--- config.mk ---
export PLATFORM = sky130hd
export DESIGN_NAME = overlapped_block_mean_square_gate_flat
export DESIGN_NICKNAME = d
export VERILOG_FILES = /design/src/sv/obmsg_pkg.sv /design/src/sv/obmsg_if.sv /design/src/sv/overlapped_block_mean_square_gate.sv /design/src/sv/obmsg_front.sv /design/src/sv/obmsg_fifo.sv /design/src/sv/obmsg_back.sv /design/src/flat_wrapper.sv
export VERILOG_INCLUDE_DIRS = /design/src /design/src/sv
export SDC_FILE = /design/constraint.sdc
export NUM_CORES = 2
export LEC_CHECK = 0
export ABC_CLOCK_PERIOD_IN_PS = 15250
export BUFFER_PORTS_ARGS = -buffer_cell sky130_fd_sc_hd__buf_2
export CORE_ASPECT_RATIO = 1.4
export CORE_MARGIN = 5
export CORE_UTILIZATION = 53
export CTS_CLUSTER_SIZE = 12
export DETAILED_ROUTE_END_ITERATION = 10
export GPL_TIMING_DRIVEN = 0
export HOLD_SLACK_MARGIN = 0.08
export PLACE_DENSITY = 0.74
export SYNTH_ARGS = -nofsm -noshare
export SYNTH_HDL_FRONTEND = slang
export SYNTH_SLANG_ARGS = --single-unit
--- constraint.sdc ---
create_clock -name clk -period 15.25 [get_ports clk]
set_input_delay 0.7625 -clock clk [delete_from_list [all_inputs] [get_ports clk]]
set_output_delay 0.7625 -clock clk [all_outputs]
set_load 0.005 [all_outputs]
--- src/sv/overlapped_block_mean_square_gate_macros.svh ---
`ifndef OVERLAPPED_BLOCK_MEAN_SQUARE_GATE_MACROS_SVH
`define OVERLAPPED_BLOCK_MEAN_SQUARE_GATE_MACROS_SVH

// same-cycle implication, held off during reset
`define OBMSG_ASSERT_IMPLIES(label, clk, rst, a, c) \
  label: assert property (@(posedge clk) disable iff (rst) (a) |-> (c)) \
    else $error("obmsg: same-cycle check failed");

// next-cycle implication, held off during reset
`define OBMSG_ASSERT_NEXT(label, clk, rst, a, c) \
  label: assert property (@(posedge clk) disable iff (rst) (a) |=> (c)) \
    else $error("obmsg: next-cycle check failed");

`endif

--- src/sv/obmsg_pkg.sv ---
package obmsg_pkg;

  localparam int Partition = 4;
  localparam int SlotW     = (Partition > 1) ? $clog2(Partition) : 1;
  localparam int UseW      = $clog2(Partition + 1);

  localparam int HopW      = 16;
  localparam int ScaleW    = 32;
  localparam int EnergyW   = 32;
  localparam int AccW      = 48;
  localparam int ProdW     = 64;
  localparam int ProdShift = 16;

  localparam int FifoDepth = 2;
  localparam int FifoPtrW  = (FifoDepth > 1) ? $clog2(FifoDepth) : 1;
  localparam int FifoCntW  = $clog2(FifoDepth + 1);

  localparam int CfgIdxW   = 2;
  localparam int CfgDataW  = 48;

  localparam logic [HopW-1:0]   HopLengthReset  = HopW'(4800);
  localparam logic [ScaleW-1:0] BlockScaleReset = ScaleW'(223696);
  localparam logic [AccW-1:0]   GateLevelReset  = AccW'(2058000);

  typedef enum logic [CfgIdxW-1:0] {
    REG_HOP_LENGTH  = 2'd0,
    REG_BLOCK_SCALE = 2'd1,
    REG_GATE_LEVEL  = 2'd2
  } cfg_reg_t;

  typedef struct packed {
    logic [HopW-1:0]   hop_length;
    logic [ScaleW-1:0] block_scale;
    logic [AccW-1:0]   gate_level;
  } cfg_t;

  // scaled energy plus end-of-hop mark
  typedef struct packed {
    logic [AccW-1:0] add;
    logic            hop;
  } hop_word_t;

  typedef struct packed {
    logic                full;
    logic                empty;
    logic [FifoCntW-1:0] count;
  } fifo_status_t;

  typedef struct packed {
    logic ring_full;
  } back_status_t;

endpackage

--- src/sv/obmsg_if.sv ---
interface obmsg_in_if;
  logic                           valid;
  logic                           ready;
  logic [obmsg_pkg::EnergyW-1:0]  sample_energy;

  modport source (output valid, output sample_energy, input ready);
  modport sink   (input valid, input sample_energy, output ready);
endinterface

interface obmsg_out_if;
  logic                        valid;
  logic                        ready;
  logic [obmsg_pkg::AccW-1:0]  block_mean_square;

  modport source (output valid, output block_mean_square, input ready);
  modport sink   (input valid, input block_mean_square, output ready);
endinterface

--- src/sv/overlapped_block_mean_square_gate.sv ---
// Overlapped block mean-square gate. Takes one sample energy word (unsigned Q4.28)
// per cycle, sustained unless the output stalls and the two-word queue fills, and
// delivers a block mean square (Q4.44) each time a hop completes a full block whose
// value is strictly above gate_level. The rate is set by one 32x32 multiplier in the
// front stage and PARTITION parallel saturating 48-bit adders in the back stage; the
// queue between them lets the input and output sides stall on their own. An
// accepted word passes the front-stage register and the queue before the output
// register takes its result. Registers must be written through cfg_wr_en / cfg_index /
// cfg_wr_data only while the block is idle, which it does not enforce; index 3 is ignored.
`include "overlapped_block_mean_square_gate_macros.svh"

module overlapped_block_mean_square_gate (
  input  logic                              clk,
  input  logic                              rst,
  input  logic                              cfg_wr_en,
  input  logic [obmsg_pkg::CfgIdxW-1:0]     cfg_index,
  input  logic [obmsg_pkg::CfgDataW-1:0]    cfg_wr_data,
  obmsg_in_if.sink                          samples,
  obmsg_out_if.source                       blocks
);

  obmsg_pkg::cfg_t            cfg;
  logic                       push;
  logic                       pop;
  logic                       front_busy;
  obmsg_pkg::hop_word_t       push_word;
  obmsg_pkg::hop_word_t       pop_word;
  obmsg_pkg::fifo_status_t    fifo_st;
  obmsg_pkg::back_status_t    back_st;

  always_ff @(posedge clk) begin
    if (rst) begin
      cfg <= '{hop_length:  obmsg_pkg::HopLengthReset,
               block_scale: obmsg_pkg::BlockScaleReset,
               gate_level:  obmsg_pkg::GateLevelReset};
    end else if (cfg_wr_en) begin
      unique case (cfg_index)
        obmsg_pkg::REG_HOP_LENGTH:  cfg.hop_length  <= cfg_wr_data[obmsg_pkg::HopW-1:0];
        obmsg_pkg::REG_BLOCK_SCALE: cfg.block_scale <= cfg_wr_data[obmsg_pkg::ScaleW-1:0];
        obmsg_pkg::REG_GATE_LEVEL:  cfg.gate_level  <= cfg_wr_data[obmsg_pkg::AccW-1:0];
        default: ;
      endcase
    end
  end

  obmsg_front u_front (
    .clk       (clk),
    .rst       (rst),
    .cfg       (cfg),
    .samples   (samples),
    .fifo_full (fifo_st.full),
    .push      (push),
    .push_word (push_word),
    .busy      (front_busy)
  );

  obmsg_fifo u_fifo (
    .clk       (clk),
    .rst       (rst),
    .push      (push),
    .push_word (push_word),
    .pop       (pop),
    .pop_word  (pop_word),
    .status    (fifo_st)
  );

  obmsg_back u_back (
    .clk        (clk),
    .rst        (rst),
    .cfg        (cfg),
    .fifo_empty (fifo_st.empty),
    .pop_word   (pop_word),
    .pop        (pop),
    .blocks     (blocks),
    .status     (back_st)
  );

  `OBMSG_ASSERT_IMPLIES(a_emit_needs_full_ring, clk, rst, blocks.valid, back_st.ring_full)
  `OBMSG_ASSERT_IMPLIES(a_fifo_count_bound, clk, rst, 1'b1, fifo_st.count <= obmsg_pkg::FifoCntW'(obmsg_pkg::FifoDepth))
  `OBMSG_ASSERT_IMPLIES(a_front_backpressure, clk, rst, front_busy && fifo_st.full, !samples.ready)
  `OBMSG_ASSERT_NEXT(a_pop_frees_space, clk, rst, pop && !push, !fifo_st.full)

endmodule

--- src/sv/obmsg_front.sv ---
module obmsg_front (
  input  logic                 clk,
  input  logic                 rst,
  input  obmsg_pkg::cfg_t      cfg,
  obmsg_in_if.sink             samples,
  input  logic                 fifo_full,
  output logic                 push,
  output obmsg_pkg::hop_word_t push_word,
  output logic                 busy
);

  logic                             stage_valid;
  obmsg_pkg::hop_word_t             stage_word;
  logic [obmsg_pkg::HopW-1:0]       hop_counter;
  logic [obmsg_pkg::HopW-1:0]       hop_counter_next;
  logic [obmsg_pkg::ProdW-1:0]      product;
  logic                             hop_hit;
  logic                             accept;

  assign samples.ready = !stage_valid || !fifo_full;
  assign accept        = samples.valid && samples.ready;
  assign push          = stage_valid && !fifo_full;
  assign push_word     = stage_word;
  assign busy          = stage_valid;

  always_comb begin
    product          = obmsg_pkg::ProdW'(samples.sample_energy) *
                       obmsg_pkg::ProdW'(cfg.block_scale);
    hop_counter_next = hop_counter + obmsg_pkg::HopW'(1);
    hop_hit          = (hop_counter_next == cfg.hop_length);
  end

  always_ff @(posedge clk) begin
    if (rst) begin
      stage_valid <= 1'b0;
      hop_counter <= '0;
    end else begin
      if (accept) begin
        stage_valid <= 1'b1;
        hop_counter <= hop_hit ? '0 : hop_counter_next;
      end else if (push) begin
        stage_valid <= 1'b0;
      end
    end
  end

  always_ff @(posedge clk) begin
    if (accept) begin
      stage_word <= '{add: product[obmsg_pkg::ProdShift +: obmsg_pkg::AccW], hop: hop_hit};
    end
  end

endmodule

--- src/sv/obmsg_fifo.sv ---
module obmsg_fifo (
  input  logic                    clk,
  input  logic                    rst,
  input  logic                    push,
  input  obmsg_pkg::hop_word_t    push_word,
  input  logic                    pop,
  output obmsg_pkg::hop_word_t    pop_word,
  output obmsg_pkg::fifo_status_t status
);

  obmsg_pkg::hop_word_t                entries [obmsg_pkg::FifoDepth];
  logic [obmsg_pkg::FifoPtrW-1:0]      wr_ptr;
  logic [obmsg_pkg::FifoPtrW-1:0]      rd_ptr;
  logic [obmsg_pkg::FifoCntW-1:0]      count;
  logic                                do_push;
  logic                                do_pop;

  assign status.full  = (count == obmsg_pkg::FifoCntW'(obmsg_pkg::FifoDepth));
  assign status.empty = (count == '0);
  assign status.count = count;
  assign do_push      = push && !status.full;
  assign do_pop       = pop && !status.empty;
  assign pop_word     = entries[rd_ptr];

  function automatic logic [obmsg_pkg::FifoPtrW-1:0] ptr_inc(
    input logic [obmsg_pkg::FifoPtrW-1:0] p
  );
    if (p == obmsg_pkg::FifoPtrW'(obmsg_pkg::FifoDepth - 1)) begin
      return '0;
    end
    return p + obmsg_pkg::FifoPtrW'(1);
  endfunction

  always_ff @(posedge clk) begin
    if (rst) begin
      wr_ptr <= '0;
      rd_ptr <= '0;
      count  <= '0;
    end else begin
      if (do_push) wr_ptr <= ptr_inc(wr_ptr);
      if (do_pop)  rd_ptr <= ptr_inc(rd_ptr);
      if (do_push && !do_pop) begin
        count <= count + obmsg_pkg::FifoCntW'(1);
      end else if (do_pop && !do_push) begin
        count <= count - obmsg_pkg::FifoCntW'(1);
      end
    end
  end

  always_ff @(posedge clk) begin
    if (do_push) entries[wr_ptr] <= push_word;
  end

endmodule

--- src/sv/obmsg_back.sv ---
module obmsg_back (
  input  logic                    clk,
  input  logic                    rst,
  input  obmsg_pkg::cfg_t         cfg,
  input  logic                    fifo_empty,
  input  obmsg_pkg::hop_word_t    pop_word,
  output logic                    pop,
  obmsg_out_if.source             blocks,
  output obmsg_pkg::back_status_t status
);

  logic [obmsg_pkg::AccW-1:0]  acc      [obmsg_pkg::Partition];
  logic [obmsg_pkg::AccW-1:0]  acc_sum  [obmsg_pkg::Partition];
  logic [obmsg_pkg::AccW-1:0]  acc_next [obmsg_pkg::Partition];
  logic [obmsg_pkg::AccW:0]    wide_sum [obmsg_pkg::Partition];
  logic [obmsg_pkg::SlotW-1:0] newest_slot;
  logic [obmsg_pkg::SlotW-1:0] next_slot;
  logic [obmsg_pkg::UseW-1:0]  slots_in_use;
  logic                        ring_full;
  logic [obmsg_pkg::AccW-1:0]  done;
  logic                        emit;

  assign pop              = !fifo_empty && (!blocks.valid || blocks.ready);
  assign ring_full        = (slots_in_use == obmsg_pkg::UseW'(obmsg_pkg::Partition));
  assign status.ring_full = ring_full;

  always_comb begin
    for (int i = 0; i < obmsg_pkg::Partition; i++) begin
      wide_sum[i] = {1'b0, acc[i]} + {1'b0, pop_word.add};
      if (obmsg_pkg::UseW'(i) < slots_in_use) begin
        acc_sum[i] = wide_sum[i][obmsg_pkg::AccW] ? '1 : wide_sum[i][obmsg_pkg::AccW-1:0];
      end else begin
        acc_sum[i] = acc[i];
      end
    end
    if (newest_slot == obmsg_pkg::SlotW'(obmsg_pkg::Partition - 1)) begin
      next_slot = '0;
    end else begin
      next_slot = newest_slot + obmsg_pkg::SlotW'(1);
    end
    done = acc_sum[next_slot];
    emit = pop && pop_word.hop && ring_full && (done > cfg.gate_level);
    // slot after the newest is cleared at end of hop
    for (int i = 0; i < obmsg_pkg::Partition; i++) begin
      if (pop_word.hop && (obmsg_pkg::SlotW'(i) == next_slot)) begin
        acc_next[i] = '0;
      end else begin
        acc_next[i] = acc_sum[i];
      end
    end
  end

  always_ff @(posedge clk) begin
    if (rst) begin
      for (int i = 0; i < obmsg_pkg::Partition; i++) acc[i] <= '0;
      newest_slot  <= '0;
      slots_in_use <= obmsg_pkg::UseW'(1);
      blocks.valid <= 1'b0;
    end else begin
      if (pop) begin
        for (int i = 0; i < obmsg_pkg::Partition; i++) acc[i] <= acc_next[i];
        if (pop_word.hop) begin
          newest_slot <= next_slot;
          if (!ring_full) slots_in_use <= slots_in_use + obmsg_pkg::UseW'(1);
        end
      end
      if (emit) begin
        blocks.valid <= 1'b1;
      end else if (blocks.ready) begin
        blocks.valid <= 1'b0;
      end
    end
  end

  always_ff @(posedge clk) begin
    if (emit) blocks.block_mean_square <= done;
  end

endmodule
--- src/flat_wrapper.sv ---
// flat-port wrapper written by rule: the top's interface ports become plain ports
module overlapped_block_mean_square_gate_flat 
  (clk, rst, cfg_wr_en, cfg_index, cfg_wr_data, samples_valid, samples_sample_energy, samples_ready, blocks_valid, blocks_block_mean_square, blocks_ready);
  obmsg_in_if samples_i ();
  obmsg_out_if blocks_i ();
  input  logic clk;
  input  logic rst;
  input  logic cfg_wr_en;
  input  logic [obmsg_pkg::CfgIdxW-1:0] cfg_index;
  input  logic [obmsg_pkg::CfgDataW-1:0] cfg_wr_data;
  input wire logic [$bits(samples_i.valid)-1:0] samples_valid;
  input wire logic [$bits(samples_i.sample_energy)-1:0] samples_sample_energy;
  output wire logic [$bits(samples_i.ready)-1:0] samples_ready;
  output wire logic [$bits(blocks_i.valid)-1:0] blocks_valid;
  output wire logic [$bits(blocks_i.block_mean_square)-1:0] blocks_block_mean_square;
  input wire logic [$bits(blocks_i.ready)-1:0] blocks_ready;
  assign samples_i.valid = samples_valid;
  assign samples_i.sample_energy = samples_sample_energy;
  assign samples_ready = samples_i.ready;
  assign blocks_valid = blocks_i.valid;
  assign blocks_block_mean_square = blocks_i.block_mean_square;
  assign blocks_i.ready = blocks_ready;
  overlapped_block_mean_square_gate u_core (.clk(clk), .rst(rst), .cfg_wr_en(cfg_wr_en), .cfg_index(cfg_index), .cfg_wr_data(cfg_wr_data), .samples(samples_i), .blocks(blocks_i));
endmodule
# After elaboration in Yosys (flattened, before gate mapping)
# Memory sizes are Yosys's and may differ from the RTL's. A register that Yosys moved wholly into a read port is not among the register bits.
# Cells that the tools add are included.
# word_totals
regBits,220
mem_bits_rw,290
n_memories,2
# op_classes
magnitude_cmp,6
multipliers,1
bitwise,6
muxes,46
n_addsub,11
n_reduce_logical,33
eq_ne,9
# mem_list
name,words,width,rd,rd_ports_with_merged_regs,write_ports,line_no,text
u_core.u_back.acc,4,48,4,0,4,obmsg_back.sv:12,logic [obmsg_pkg::AccW-1:0] acc [obmsg_pkg::Partition];
u_core.u_fifo.entries,2,49,1,1,1,obmsg_fifo.sv:11,obmsg_pkg::hop_word_t entries [obmsg_pkg::FifoDepth];
# ops
operator,n
2-to-1 mux 48 bit,18
adder 48 x 48 -> 49 bit,4
binary-select mux 48 bit (select 2 bit),1
multiplier 32 x 32 -> 64 bit,1
> comparator 48 bit,1
2-to-1 mux 1 bit,23
"adder 16 x 1 -> 16 bit, second input constant",1
equality test 16 bit,1
2-to-1 mux 16 bit,1
logical AND 1 bit,14
AND reduction 2 bit,4
"equality test 2 bit, second input constant",3
logical NOT 1 bit,6
logical NOT 2 bit,3
"less-than comparator 1 x 3 -> 1 bit, first input constant",2
"less-than comparator 2 x 3 -> 1 bit, first input constant",2
2-to-1 mux 2 bit,3
nonzero test 2 bit,3
"adder 2 x 1 -> 2 bit, second input constant",2
"equality test 2 bit, first input constant",2
OR 1 bit,4
"adder 3 x 1 -> 3 bit, second input constant",1
"equality test 3 bit, second input constant",1
"greater-or-equal comparator 3 bit, second input constant",1
8 further kinds,10

# Longest topological paths before layout
# logic_depth
depth_word,9
mapped_depth,29
ltp_nobuf,26

# Cells and area by module
# A second synthesis with hierarchy kept.
# hier_totals
cells_unflattened,7151
area_unflattened_um2,66557.6
# by_module_without_submodules
module,instances,cells_per_inst,area_each_um2
obmsg_front,1,3891,35898.2
obmsg_back,1,2700,22928.2
overlapped_block_mean_square_gate,1,383,3985.1
obmsg_fifo,1,177,3746.1

# Worst setup path after synthesis
# OpenSTA, ideal clock, no wires.
# synth_timing
path_kind,register to register
startpoint,register (tool-made name)
endpoint,register u_core.u_back.blocks.block_mean_square[0] (enable)
required_ns,14.779
period_less_slack_ns,8.423
setup_ns,0.471
t_arrival_ns,7.952
path_buffers,3
stages_incl_launch_ff,25
path_slack_ns,6.827
cell_sequence,dfxtp_1 buf_1 clkbuf_1 mux2_2 ha_1 fa_1 a211oi_1 o21ai_2 a31oi_2 a21oi_4 a311oi_4 o41ai_4 a31oi_2 buf_4 a21oi_1 mux4_2 ha_1 nand4_1 nor2_1 nand2_1 nor3_1 nand3_1 a21oi_1 o31ai_1 a21oi_1
# synth_lines
element,line_no,text
end signal: assignment,obmsg_back.sv:76,if (emit) blocks.block_mean_square <= done;
end: declaration,obmsg_if.sv:15,"modport source (output valid, output block_mean_square, input ready);"

==> impl_metrics.ini <==
[timing]
grt_setup_unrepaired = no
worst_pin_slew_ns = 1.51
setup_viol = 0
final-hold-violation-count = 0
final-max-slew-violation-count = 12
final.setup.tns_ns = 0
final.min_clock_period_ns = 10.73
layout_worst_path_cycle_share_pct = 70.4
slew-limit-headroom_pct = -0.931
clock-skew-final_ns = 0.0408
fmax_mhz = 93.2

[floorplanning]
core.rowCount = 154
die_w_um = 310
coreArea_um2 = 125000
die-area_um2 = 133000
floorplan.initialDensity_pct = 53.2
die_h_um = 430
ioPinCount = 137

[layout]
final_nets = 8889
final.fill_count = 11300
multi_input_comb_area_um2 = 47400
area_growth_pct = 7.08
layout.area.seq_um2 = 14100
post_route_cells_drive_above_1_share_pct = 5.12

[setup_path]
timing.critical_path.max_delay_family = compound AO/OA/AOI/OAI gates
crit_arrival_ns = 11.09
reg2reg_setup_slack_ns = 4.52
crit_path_start_kind = register
number_of_logic_stages_on_the_critical_path_including_buffering = 25
timing_worst_setup_path_type = reg2reg
crit_end = u_core.u_back.blocks.block_mean_square[22]
worst_path_most_repeated_cell = clkbuf_1
reg2reg_to = u_core.u_back.blocks.block_mean_square[22]
critical_path.max_stage_delay_ns = 0.92
cp_slowest_cell = a221oi_2
path_max_fanout = 23
worst-endpoint-required_ns = 15.61
critical_path_buf_inv_count = 5
reg2regPathDepth = 25
worstSetupEndpointType = register

[cts]
post-cts-setup-buffer-count = 0
number_of_buffers_inserted_during_clock_tree_synthesis = 52
post_cts_resize_count = 0
clkTransAtPathRegs_ns = 0.06
postCtsHoldBufs = 0
cts.root.buffer_cell = clkbuf_16
clk_latency_ns = 0.67
cts_tree = built
clock_tree.htree_level_count = 2
max_buffers_root_to_sink = 3
clkSinkCount = 511

[routing]
detail_route.drc_violations = 0
first_pass_iteration_count_of_the_detailed_router = 6
viasPerCell = 6.24
detailroute.via_count = 56900
initialDrtViolationCount = 5674
detailed_route_wire_length_um = 269000
route.detailed.wl_per_inst_um = 29.6
ant_nets = 0

[global_route]
globalRouteTotalUtil_pct = 40.5
global_route_wire_length_before_repair_um = 390000
first_global_vias = 58500
antenna_violations_before_repair = 29
grt_max_degree = 58
grt_remaining_overflow = 0

[logic_synthesis]
synth-edff-count = 387
synth-seq-cells = 511
yosysWarningCount = 0
synthFlopType = edfxtp_1
ys_seq_area_share_pct = 21.1
postSynthCellCount = 7197
async_flop_share_pct = 0
syn_area_per_cell_um2 = 9.27
synth.cell_area_um2 = 66700
synthesis.nets = 8692
synthDistinctLibCells = 99

[outcome]
run_status = finished, violations left
violations = capacitance limit, slew limit

[place]
gp_congestion = 1.09
io_buffer_count = 135
dp_hpwl_um = 221000

[hold_path]
hold_class = in2reg

[job]
number_of_maximum_capacitance_constraint_violations = 1
-- cells by family (layout without fill, tap and decap cells) --
kind of cell	after synthesis	after routing	share of synthesized area [%]
and+or+nand+nor	2333	2333	17.4
DFF	511	511	21.1
buffers and inverters	1370	1610	7.84
xor gates and xnor gates	237	237	3.11
adders and majority gates	1408	1408	36.5
muxes	89	89	1.85
other	0	38	0
AOI/OAI and AO/OA	1249	1249	12.2
-- registers in the layout (all words and copies together), names as in the netlist, named ones only --
register and cells:
u_core.u_back.acc 192, u_core.u_fifo.entries 98, u_core.cfg 96, u_core.u_front.push_word 49, u_core.u_back.blocks.block_mean_square 48, u_core.u_front.hop_counter 16
u_core.u_back.slots_in_use 3, u_core.u_back.newest_slot 2, u_core.u_fifo.count 2, u_core.u_back.blocks.valid 1, u_core.u_fifo.rd_ptr 1, u_core.u_fifo.wr_ptr 1
u_core.u_front.busy 1
-- worst reg2reg max path, cell delays in order, from the launching register on --
cell      delay [ns]
dfxtp_1         0.78
buf_1           0.80
clkbuf_1        0.51
mux2_2          0.57
ha_1            0.35
clkbuf_1        0.27
nand2_1         0.08
o21ai_0         0.27
a21oi_1         0.11
a31oi_1         0.47
a31oi_1         0.34
o31ai_2         0.37
clkbuf_1        0.67
o22ai_1         0.47
mux2_2          0.40
a221oi_2        0.92
ha_1            0.36
nand4_1         0.16
nor2_1          0.25
nand2_1         0.13
nor3_1          0.60
a221oi_1        0.15
o21ai_0         0.24
o31ai_1         0.27
a21oi_4         0.61
buf_16          0.25
-- cells in the final DEF (no fill, tap or decap), drive strengths merged, types with 48 or more instances in the layout --
cell      n
nor2    383
nand2   822
xor2     93
edfxtp  387
clkbuf  440
and2    668
a21o    152
nand3    67
fa      899
nand4    74
nor3     61
inv     976
xnor2   144
o22ai   131
dfxtp   124
mux2     54
buf     180
o21ai   187
and3     61
a21oi   402
a31oi    48
ha      509
-- worst min-delay path by stage --
stage,cells past startpoint,end,slack [ns],startpoint
after floorplan,0,u_core.u_fifo.entries[0][0],0.42,u_core.u_front.push_word[0]
after global placement,0,u_core.u_fifo.entries[0][29],0.42,u_core.u_front.push_word[29]
after detailed placement,0,u_core.u_fifo.entries[1][5],0.43,u_core.u_front.push_word[5]
after CTS,3,u_core.cfg[43],0.34,cfg_wr_data[43]
after global routing,3,u_core.cfg[38],0.35,cfg_wr_data[38]
final,3,u_core.cfg[43],0.34,cfg_wr_data[43]
-- cell type report --
cell class / instances / share of cell area [%]
Multi-Input combinational cell: 5316 / 66.4
Sequential cell: 511 / 19.7
Inverter: 976 / 5.13
Tap cell: 1638 / 2.87
Buffer: 394 / 2.19
Clock buffer: 83 / 2.07
Timing Repair Buffer: 143 / 1.22
Clock inverter: 14 / 0.252
Antenna cell: 38 / 0.133
-- metal layers --
| layer | share of wire, % | up-vias | global-route usage, % | wire (um) |
|---|---|---|---|---|
| met1 | 32 | 27900 | 42.1 | 85200 |
| met5 | 0.013 | - | 0 | 34 |
| met2 | 46 | 3399 | 65.2 | 125000 |
| met4 | 14 | 6 | 41.6 | 37400 |
| met3 | 8.2 | 1372 | 9.31 | 22200 |
| li1 | - | 24200 | - | - |
-- metrics by stage --
step	setup WS, ns	instances	hold slack, ns	util [%]	area, um^2
floorplan	6.83	7197	0.421	-	66700
global placement	1.72	8970	0.422	55.3	69400
detailed placement	5.02	8978	0.432	55.5	69700
CTS	4.99	9075	0.342	56.8	71300
global route	4.43	9080	0.351	56.9	71300
finish	4.52	9113	0.337	56.9	71400
-- cells in the mapped netlist (all sizes together) (12+ instances only) --
master	n	area, um^2
a211o	13	114
a211oi	39	308
a21boi	13	97.6
a21o	152	1140
a21oi	402	2030
a221oi	14	141
a31oi	48	313
and2	668	4180
and3	61	387
and4	16	140
buf	37	224
clkbuf	357	1340
dfxtp	124	2480
edfxtp	387	11600
fa	899	18000
ha	509	6370
inv	976	3660
mux2	54	608
mux2i	13	130
mux4	22	495
nand2	822	3090
nand2b	28	175
nand3	67	340
nand3b	29	218
nand4	74	463
nor2	383	1440
nor2b	36	225
nor3	61	305
nor3b	12	90.1
nor4	15	100
o211ai	18	135
o21a	34	255
o21ai	187	940
o21bai	35	263
o221ai	33	289
o22a	12	105
o22ai	131	832
o31ai	16	130
or2	17	106
or3	23	144
xnor2	144	1260
xor2	93	815
Power is left out: the tool's default activity adds up to more than one toggle a clock period on the data nets, which glitch-free logic cannot reach.
